File: src/hdl/sirs_pkg.sv
// ----------------------------------------------------------------------------
// sirs_pkg: shared types, constants and helpers
// Widths, register indexes, special bytes and the symbol lookup used by the
// signed integer to radix symbol converter.
// ----------------------------------------------------------------------------
package sirs_pkg;

    localparam int VALUE_W       = 32;
    localparam int SYM_W         = 8;
    localparam int DIGIT_W       = 4;
    localparam int LEN_W         = 5;
    localparam int CFG_IDX_W     = 2;
    localparam int CFG_DATA_W    = 64;
    localparam int NUM_SYM_SLOTS = 16;
    localparam int ALPHA_W       = NUM_SYM_SLOTS * SYM_W;
    localparam int MAX_SYMBOLS_DEF = 16;

    // one cell per possible digit; radix 2 of 2^31 needs all of them
    localparam int NUM_CELLS = 32;
    localparam int CNT_W     = $clog2(2 * NUM_CELLS - 1);
    localparam int LEFT_W    = $clog2(NUM_CELLS + 1);

    localparam logic [CFG_IDX_W-1:0] REG_SYM_LO = CFG_IDX_W'(0);
    localparam logic [CFG_IDX_W-1:0] REG_SYM_HI = CFG_IDX_W'(1);
    localparam logic [CFG_IDX_W-1:0] REG_ALEN   = CFG_IDX_W'(2);

    localparam logic [SYM_W-1:0] MINUS_BYTE = 8'h2D;
    localparam logic [SYM_W-1:0] PLUS_BYTE  = 8'h2B;

    typedef struct packed {
        logic clr;    // clear digit and carry
        logic shift;  // move digit one cell up
    } t_cell_ctrl;

    function automatic logic [SYM_W-1:0] symbol_at(
        input logic [ALPHA_W-1:0] symbols,
        input logic [DIGIT_W-1:0] idx
    );
        return symbols[idx*SYM_W +: SYM_W];
    endfunction

endpackage

File: src/hdl/sirs_cell.sv
// ----------------------------------------------------------------------------
// sirs_cell: one radix digit cell
// Holds one digit and the carry it passes up; doubles the digit and adds the
// carry from the cell below, modulo the radix, or shifts a digit up.
// ----------------------------------------------------------------------------
module sirs_cell (
    input  logic                               i_clk,
    input  sirs_pkg::t_cell_ctrl               i_ctrl,
    input  logic                               i_step,
    input  logic [sirs_pkg::LEN_W-1:0]         i_radix,
    input  logic                               i_carry,
    input  logic [sirs_pkg::DIGIT_W-1:0]       i_shift_in,
    output logic [sirs_pkg::DIGIT_W-1:0]       o_digit,
    output logic                               o_carry
);

    logic [sirs_pkg::DIGIT_W-1:0] r_digit, n_digit;
    logic                         r_carry, n_carry;
    logic [sirs_pkg::LEN_W-1:0]   w_sum;
    logic [sirs_pkg::LEN_W-1:0]   w_mod;
    logic                         w_wrap;

    always_comb begin
        // 2*d + c, below twice the radix
        w_sum  = {r_digit, i_carry};
        w_wrap = (w_sum >= i_radix);
        w_mod  = w_wrap ? (w_sum - i_radix) : w_sum;
    end

    always_comb begin
        n_digit = r_digit;
        n_carry = r_carry;
        priority if (i_ctrl.clr) begin
            n_digit = '0;
            n_carry = 1'b0;
        end else if (i_ctrl.shift) begin
            n_digit = i_shift_in;
        end else if (i_step) begin
            n_digit = w_mod[sirs_pkg::DIGIT_W-1:0];
            n_carry = w_wrap;
        end
    end

    always_ff @(posedge i_clk) begin
        r_digit <= n_digit;
        r_carry <= n_carry;
    end

    assign o_digit = r_digit;
    assign o_carry = r_carry;

endmodule

File: src/hdl/sirs_alpha_chk.sv
// ----------------------------------------------------------------------------
// sirs_alpha_chk: alphabet check sweep
// Walks the symbols one per cycle, flags sign bytes and repeats of earlier
// symbols; also checks the alphabet length against the bounds.
// ----------------------------------------------------------------------------
module sirs_alpha_chk #(
    parameter int MAX_SYMBOLS = sirs_pkg::MAX_SYMBOLS_DEF
) (
    input  logic                               i_clk,
    input  logic                               i_rst_n,
    input  logic                               i_start,
    input  logic [sirs_pkg::ALPHA_W-1:0]       i_symbols,
    input  logic [sirs_pkg::LEN_W-1:0]         i_len,
    output logic                               o_ok
);

    localparam int IDX_W = $clog2(MAX_SYMBOLS);
    localparam logic [IDX_W-1:0] IDX_LAST = IDX_W'(MAX_SYMBOLS - 1);

    logic             r_run, n_run;
    logic [IDX_W-1:0] r_idx, n_idx;
    logic             r_ok, n_ok;
    logic [sirs_pkg::SYM_W-1:0] w_sym;
    logic             w_bad;

    always_comb begin
        w_sym = sirs_pkg::symbol_at(i_symbols, sirs_pkg::DIGIT_W'(r_idx));
        w_bad = 1'b0;
        if (sirs_pkg::LEN_W'(r_idx) < i_len) begin
            if (w_sym == sirs_pkg::PLUS_BYTE || w_sym == sirs_pkg::MINUS_BYTE) begin
                w_bad = 1'b1;
            end
            for (int j = 0; j < MAX_SYMBOLS; j++) begin
                if (IDX_W'(j) < r_idx &&
                    sirs_pkg::symbol_at(i_symbols, sirs_pkg::DIGIT_W'(j)) == w_sym) begin
                    w_bad = 1'b1;
                end
            end
        end
    end

    always_comb begin
        n_run = r_run;
        n_idx = r_idx;
        n_ok  = r_ok;
        priority if (i_start) begin
            n_run = 1'b1;
            n_idx = '0;
            n_ok  = (i_len >= sirs_pkg::LEN_W'(2)) &&
                    (i_len <= sirs_pkg::LEN_W'(MAX_SYMBOLS));
        end else if (r_run) begin
            n_ok  = r_ok && !w_bad;
            n_idx = r_idx + IDX_W'(1);
            if (r_idx == IDX_LAST) begin
                n_run = 1'b0;
            end
        end
    end

    always_ff @(posedge i_clk) begin
        if (!i_rst_n) begin
            r_run <= 1'b0;
        end else begin
            r_run <= n_run;
        end
        r_idx <= n_idx;
        r_ok  <= n_ok;
    end

    assign o_ok = r_ok;

endmodule

File: src/hdl/signed_int_to_radix_symbols_top.sv
// ----------------------------------------------------------------------------
// signed_int_to_radix_symbols_top: signed integer to radix symbol text
// Converts a signed 32-bit number to its text in the radix of a configured
// symbol alphabet: optional '-' beat, then digit symbols most significant
// first with no leading zeros, last beat marked. Bad alphabet gives one
// error beat.
//
//   channel | direction | handshake                  | payload
//   --------+-----------+----------------------------+--------------------------
//   in      | sink      | i_in_valid / o_in_stall    | i_value
//   out     | source    | o_out_valid / i_out_stall  | o_symbol o_last o_base_error
//   cfg     | sink      | i_cfg_valid / o_cfg_ready  | i_cfg_index i_cfg_data
//
// - conversion: magnitude bits enter a row of 32 radix cells one per cycle,
//   and carries move one cell per cycle
// - then leading-zero skip: one cell shift per leading zero, then a move
//   on to emission
// - then one beat per cycle for the sign and each digit, longer under stall
// - a bad alphabet gives its single error beat right after conversion
// - reset clears control and configuration state; the cells are cleared on each accept
// - one item at a time: o_in_stall is low only while idle
// ----------------------------------------------------------------------------
module signed_int_to_radix_symbols_top #(
    parameter int MAX_SYMBOLS = sirs_pkg::MAX_SYMBOLS_DEF
) (
    input  logic                                   i_clk,
    input  logic                                   i_rst_n,
    // input item
    input  logic                                   i_in_valid,
    output logic                                   o_in_stall,
    input  logic signed [sirs_pkg::VALUE_W-1:0]    i_value,
    // result beats
    output logic                                   o_out_valid,
    input  logic                                   i_out_stall,
    output logic [sirs_pkg::SYM_W-1:0]             o_symbol,
    output logic                                   o_last,
    output logic                                   o_base_error,
    // configuration writes
    input  logic                                   i_cfg_valid,
    output logic                                   o_cfg_ready,
    input  logic [sirs_pkg::CFG_IDX_W-1:0]         i_cfg_index,
    input  logic [sirs_pkg::CFG_DATA_W-1:0]        i_cfg_data
);

    localparam int NC = sirs_pkg::NUM_CELLS;
    localparam logic [sirs_pkg::CNT_W-1:0]  CNT_END  = sirs_pkg::CNT_W'(2 * NC - 2);
    localparam logic [sirs_pkg::LEFT_W-1:0] LEFT_ONE = sirs_pkg::LEFT_W'(1);

    typedef enum logic [3:0] {
        ST_IDLE = 4'b0001,
        ST_CONV = 4'b0010,
        ST_SKIP = 4'b0100,
        ST_EMIT = 4'b1000
    } t_state;

    // configuration registers
    logic [sirs_pkg::CFG_DATA_W-1:0] r_sym_lo, r_sym_hi;
    logic [sirs_pkg::LEN_W-1:0]      r_alen;

    // control
    t_state                        r_state, n_state;
    logic [sirs_pkg::CNT_W-1:0]    r_cnt, n_cnt;
    logic [sirs_pkg::LEFT_W-1:0]   r_left, n_left;
    logic                          r_neg_pend, n_neg_pend;
    logic                          r_err, n_err;
    logic [sirs_pkg::VALUE_W-1:0]  r_mag, n_mag;

    // output register
    logic                          r_o_valid, n_o_valid;
    logic [sirs_pkg::SYM_W-1:0]    r_o_symbol, n_o_symbol;
    logic                          r_o_last, n_o_last;
    logic                          r_o_err, n_o_err;

    logic                          w_accept;
    logic                          w_out_free;
    logic                          w_alpha_ok;
    logic [sirs_pkg::ALPHA_W-1:0]  w_alphabet;
    sirs_pkg::t_cell_ctrl          w_cell_ctrl;
    logic [NC-1:0]                 w_step;
    logic [NC-1:0]                 w_carry;
    logic [sirs_pkg::DIGIT_W-1:0]  w_digit [NC];
    logic [sirs_pkg::DIGIT_W-1:0]  w_top;

    assign w_alphabet = {r_sym_hi, r_sym_lo};
    assign w_accept   = i_in_valid && (r_state == ST_IDLE);
    assign w_out_free = !r_o_valid || !i_out_stall;
    assign w_top      = w_digit[NC-1];

    // config writes, always ready
    assign o_cfg_ready = 1'b1;

    always_ff @(posedge i_clk) begin
        if (!i_rst_n) begin
            r_sym_lo <= '0;
            r_sym_hi <= '0;
            r_alen   <= '0;
        end else if (i_cfg_valid) begin
            unique case (i_cfg_index)
                sirs_pkg::REG_SYM_LO: r_sym_lo <= i_cfg_data;
                sirs_pkg::REG_SYM_HI: r_sym_hi <= i_cfg_data;
                sirs_pkg::REG_ALEN:   r_alen   <= i_cfg_data[sirs_pkg::LEN_W-1:0];
                default: ;  // no register there
            endcase
        end
    end

    // alphabet check runs alongside the conversion
    sirs_alpha_chk #(
        .MAX_SYMBOLS (MAX_SYMBOLS)
    ) u_alpha_chk (
        .i_clk     (i_clk),
        .i_rst_n   (i_rst_n),
        .i_start   (w_accept),
        .i_symbols (w_alphabet),
        .i_len     (r_alen),
        .o_ok      (w_alpha_ok)
    );

    // row of radix cells; cell g takes its last carry at count 31 + g
    genvar g;
    generate
        for (g = 0; g < NC; g++) begin : g_cell
            logic                         w_cin;
            logic [sirs_pkg::DIGIT_W-1:0] w_sin;

            if (g == 0) begin : g_first
                assign w_cin = r_mag[sirs_pkg::VALUE_W-1];
                assign w_sin = '0;
            end else begin : g_rest
                assign w_cin = w_carry[g-1];
                assign w_sin = w_digit[g-1];
            end

            assign w_step[g] = (r_state == ST_CONV) &&
                               (r_cnt <= sirs_pkg::CNT_W'(NC - 1 + g));

            sirs_cell u_cell (
                .i_clk      (i_clk),
                .i_ctrl     (w_cell_ctrl),
                .i_step     (w_step[g]),
                .i_radix    (r_alen),
                .i_carry    (w_cin),
                .i_shift_in (w_sin),
                .o_digit    (w_digit[g]),
                .o_carry    (w_carry[g])
            );
        end
    endgenerate

    // sequencer
    always_comb begin
        n_state     = r_state;
        n_cnt       = r_cnt;
        n_left      = r_left;
        n_neg_pend  = r_neg_pend;
        n_err       = r_err;
        n_mag       = r_mag;
        n_o_valid   = r_o_valid;
        n_o_symbol  = r_o_symbol;
        n_o_last    = r_o_last;
        n_o_err     = r_o_err;
        w_cell_ctrl = '0;

        // downstream took the beat
        if (r_o_valid && !i_out_stall) begin
            n_o_valid = 1'b0;
        end

        unique case (r_state)
            ST_IDLE: begin
                if (w_accept) begin
                    w_cell_ctrl.clr = 1'b1;
                    n_neg_pend = i_value[sirs_pkg::VALUE_W-1];
                    n_mag      = i_value[sirs_pkg::VALUE_W-1] ?
                                 (sirs_pkg::VALUE_W'(0) - $unsigned(i_value)) :
                                 $unsigned(i_value);
                    n_cnt      = '0;
                    n_state    = ST_CONV;
                end
            end
            ST_CONV: begin
                // feed magnitude msb first into cell 0
                n_mag = {r_mag[sirs_pkg::VALUE_W-2:0], 1'b0};
                n_cnt = r_cnt + sirs_pkg::CNT_W'(1);
                if (r_cnt == CNT_END) begin
                    n_left  = sirs_pkg::LEFT_W'(NC);
                    n_err   = !w_alpha_ok;
                    n_state = w_alpha_ok ? ST_SKIP : ST_EMIT;
                end
            end
            ST_SKIP: begin
                // drop leading zeros, keep at least one digit
                if (r_left != LEFT_ONE && w_top == '0) begin
                    w_cell_ctrl.shift = 1'b1;
                    n_left = r_left - LEFT_ONE;
                end else begin
                    n_state = ST_EMIT;
                end
            end
            ST_EMIT: begin
                if (w_out_free) begin
                    n_o_valid = 1'b1;
                    priority if (r_err) begin
                        n_o_symbol = '0;
                        n_o_last   = 1'b1;
                        n_o_err    = 1'b1;
                        n_state    = ST_IDLE;
                    end else if (r_neg_pend) begin
                        n_o_symbol = sirs_pkg::MINUS_BYTE;
                        n_o_last   = 1'b0;
                        n_o_err    = 1'b0;
                        n_neg_pend = 1'b0;
                    end else begin
                        n_o_symbol = sirs_pkg::symbol_at(w_alphabet, w_top);
                        n_o_last   = (r_left == LEFT_ONE);
                        n_o_err    = 1'b0;
                        w_cell_ctrl.shift = 1'b1;
                        n_left     = r_left - LEFT_ONE;
                        if (r_left == LEFT_ONE) begin
                            n_state = ST_IDLE;
                        end
                    end
                end
            end
            default: n_state = ST_IDLE;
        endcase
    end

    always_ff @(posedge i_clk) begin
        if (!i_rst_n) begin
            r_state   <= ST_IDLE;
            r_o_valid <= 1'b0;
            r_cnt     <= '0;
            r_left    <= '0;
            r_err     <= 1'b0;
            r_neg_pend <= 1'b0;
        end else begin
            r_state   <= n_state;
            r_o_valid <= n_o_valid;
            r_cnt     <= n_cnt;
            r_left    <= n_left;
            r_err     <= n_err;
            r_neg_pend <= n_neg_pend;
        end
        r_mag      <= n_mag;
        r_o_symbol <= n_o_symbol;
        r_o_last   <= n_o_last;
        r_o_err    <= n_o_err;
    end

    assign o_in_stall   = (r_state != ST_IDLE);
    assign o_out_valid  = r_o_valid;
    assign o_symbol     = r_o_symbol;
    assign o_last       = r_o_last;
    assign o_base_error = r_o_err;

    // checks
    a_accept_starts_conv: assert property (@(posedge i_clk) disable iff (!i_rst_n)
        w_accept |=> (r_state == ST_CONV) && (r_cnt == '0))
        else $error("accepted beat did not start conversion");

    a_conv_ends: assert property (@(posedge i_clk) disable iff (!i_rst_n)
        (r_state == ST_CONV && r_cnt == CNT_END) |=> (r_state != ST_CONV))
        else $error("conversion ran past its last count");

    a_digits_left: assert property (@(posedge i_clk) disable iff (!i_rst_n)
        ((r_state == ST_SKIP) || (r_state == ST_EMIT && !r_err)) |-> (r_left != '0))
        else $error("digit emission with no digits left");

    a_err_beat: assert property (@(posedge i_clk) disable iff (!i_rst_n)
        (r_o_valid && r_o_err) |-> (r_o_last && r_o_symbol == '0))
        else $error("error beat not last or not zero");

endmodule
File: config.mk
export PLATFORM = sky130hd
export DESIGN_NAME = signed_int_to_radix_symbols_top
export DESIGN_NICKNAME = d
export VERILOG_FILES = /design/src/hdl/sirs_pkg.sv /design/src/hdl/sirs_cell.sv /design/src/hdl/sirs_alpha_chk.sv /design/src/hdl/signed_int_to_radix_symbols_top.sv
export SDC_FILE = /design/constraint.sdc
export NUM_CORES = 1
export LEC_CHECK = 0
export CORE_MARGIN = 4
export CORE_UTILIZATION = 40
export DETAILED_ROUTE_END_ITERATION = 16
export DONT_BUFFER_PORTS = 1
export SYNTH_ARGS = -nofsm -noshare
export SYNTH_HDL_FRONTEND = slang
export SYNTH_HIERARCHICAL = 1
export SYNTH_SLANG_ARGS = --single-unit
File: constraint.sdc
create_clock -name i_clk -period 6 [get_ports i_clk]
set_clock_uncertainty 0.15 [all_clocks]
set_input_delay 0.6 -clock i_clk [delete_from_list [all_inputs] [get_ports i_clk]]
set_output_delay 0.6 -clock i_clk [all_outputs]
set_load 0.01 [all_outputs]
==> results_dict.tcl <==
set metrics [dict create \
    path_depth 7 \
    cp_data_required_time_ps 6270 \
    dieHeight_um 272.6 \
    hp-class "in -> reg" \
    setup_tns_ps 0 \
    worstPathArrival_ps 4480 \
    min_period_ps 4208 \
    worst_slew_pin_slew_ps 1085 \
    h-tree-depth 2 \
    path_max_fanout 60 \
    vias 24470 \
    ant_nets 0 \
    syn_area_per_cell_um2 8.499 \
    worstSetupPathType "reg -> reg" \
    fp-row-count 96 \
    grt_pass1_wl_mm 132.9 \
    slew_headroom_pct 27.48 \
    power_density_nw_per_um2 353.4 \
    grt_overflow 0 \
    core_um2 68950 \
    drc 0 \
    drv_slew 0 \
    place.gp.congestion 0.9492 \
    initial_utilization_pct 40.62 \
    critPathBufInv 0 \
    grt_max_degree 115 \
    register_area_um2 7630 \
    ys_warn_count 6 \
    start_kind "flip-flop" \
    portBuffers 0 \
    peakVddDrop_mv 0.2717 \
    dp_cells 4106 \
    die_x_um 272.6 \
    outcome "complete, no violations" \
    post_drt_wl_per_cell_um 19.61 \
    cts_buffer_depth 3 \
    antenna_found_initial 4 \
    setup_viol 0 \
    place_area_um2 28690 \
    syn_to_final_growth_pct 9.910 \
    hold_depth 2 \
    clk_latency_ps 600 \
    finalWirelength_mm 83.32 \
    track_usage_pct 21.87 \
    hold_violations 0 \
    clock_sinks 359 \
    cts_tree "built" \
    leakagePower_nw 10.94 \
    rr_worst_depth 7 \
    slowest_stage "dfxtp_4" \
    final_layout_size_suffix_gt1_share_pct 7.569 \
    cts.clk_slew.worst_paths_ps 70 \
    cts_buffers 43 \
    vias_per_cell 5.760 \
    fin_crit_sh_pct 70.13 \
    multi_input_area_um2 18740 \
    cts_setup_buffers 0 \
    rsz0062_at_grt "no" \
    critical_path.endpoint_type "flip-flop" \
    syn_area_um2 28000 \
    fmax_mhz 237.6 \
    cp_cell_sequence "mux2_2 -> o211ai_2 -> mux2i_1 -> xnor2_1 -> o32ai_1 -> or4_1 -> o41ai_2" \
    hpwl_mm 58.03 \
    postSynthCellCount 3295 \
    maxCapViolations 0 \
    fin_area_um2 30780 \
    drt_first_pass_iters 9 \
    drt_iter0_markers 1957 \
    fin_nets 3590 \
    post_cts_resized 0 \
    max_stage_delay_ps 990 \
    die-area_um2 74310 \
    fillers 6906 \
    cts_root_buffer "clkbuf_16" \
    ios 116 \
    power_w 0.01088 \
    path_delay_family "compound AO/OA/AOI/OAI gates" \
    final_cells 4248 \
    grt_pass1_vias 23150 \
]
-- state kept, by name, indices dropped and copies added (netlist names) --
signal	flops
g_cell.u_cell/o_carry	31
u_alpha_chk/o_ok	1
r_sym_hi	64
r_mag	32
r_err	1
r_cnt	6
o_out_valid	1
r_state	4
u_alpha_chk/r_idx	4
u_alpha_chk/r_run	1
r_alen	5
g_cell.u_cell/o_digit	128
r_sym_lo	64
o_base_error	1
o_symbol	8
o_last	1
r_neg_pend	1
r_left	6
-- final timing paths --
kind,startpoint,to,slack (ps)
setup / recovery,u_alpha_chk/r_idx[0]$_SDFFE_PP0P_,u_alpha_chk/o_ok$_DFFE_PP_,1790
hold / removal,i_cfg_data[1],r_sym_lo[1]$_SDFFE_PN0P_,30
setup reg to reg,u_alpha_chk/r_idx[0]$_SDFFE_PP0P_,u_alpha_chk/o_ok$_DFFE_PP_,1790
hold reg to reg,r_sym_hi[57]$_SDFFE_PN0P_,r_sym_hi[57]$_SDFFE_PN0P_,350
-- per-layer routing --
| layer | track usage (%) | vias to the layer above | part of all wire, % |
|---|---|---|---|
| li1 | - | 11890 | - |
| met1 | 30.67 | 11620 | 46 |
| met2 | 34.37 | 764 | 44 |
| met3 | 3.547 | 190 | 6.5 |
| met4 | 7.284 | 6 | 3.3 |
| met5 | 0 | - | 0.049 |
-- power breakdown --
group          internal [W]  total [W]  switching [W]
Sequential          0.00282    0.00328       0.000460
Clock               0.00159    0.00273        0.00113
Combinational       0.00199    0.00487        0.00288
Total               0.00641     0.0109        0.00447
-- repair_timing --
item | 4_1_cts | 5_1_grt
hold buffers | 63 | 0
hold endpoints to repair | 113 | 0
endpoints found under the setup margin | 0 | 0
-- cell type report --
class	count	share of cell area, %
multi-input cells	2544	60.88
inverters	247	3.029
clock buffers	59	4.057
well taps	931	3.785
repair buffers	88	2.813
clock inverters	19	0.6382
flip-flops and latches	359	24.79
diodes	1	0.008130
-- layout by cell type, fill, tap and decap left out, drive strengths merged, types with 32 or more instances in the layout --
cell	count
a211oi	102
a21boi	135
a21oi	213
a2bb2oi	33
a311o	65
a41oi	38
and2	34
clkbuf	59
dfxtp	316
dlygate4sd3	62
edfxtp	43
fa	32
ha	172
inv	249
mux2i	55
mux4	45
nand2	457
nand2b	41
nand4	53
nor2	158
nor2b	116
nor3b	102
o21ai	81
o221ai	33
o31a	32
o31ai	45
or3b	33
xnor2	143
xor2	124
-- stage by stage --
step / hold WS (ps) / worst slack [ps] / util [%]
2_1_floorplan: 299.9 / 111.0 / -
3_3_place_gp: 323.8 / 1980 / 41.61
3_5_place_dp: 335.9 / 1894 / 41.61
4_1_cts: 0.04979 / 1920 / 44.64
5_1_grt: 27.10 / 1688 / 44.64
6_report: 26.93 / 1792 / 44.64
No activity file was read; power rests on OpenSTA's default activity.
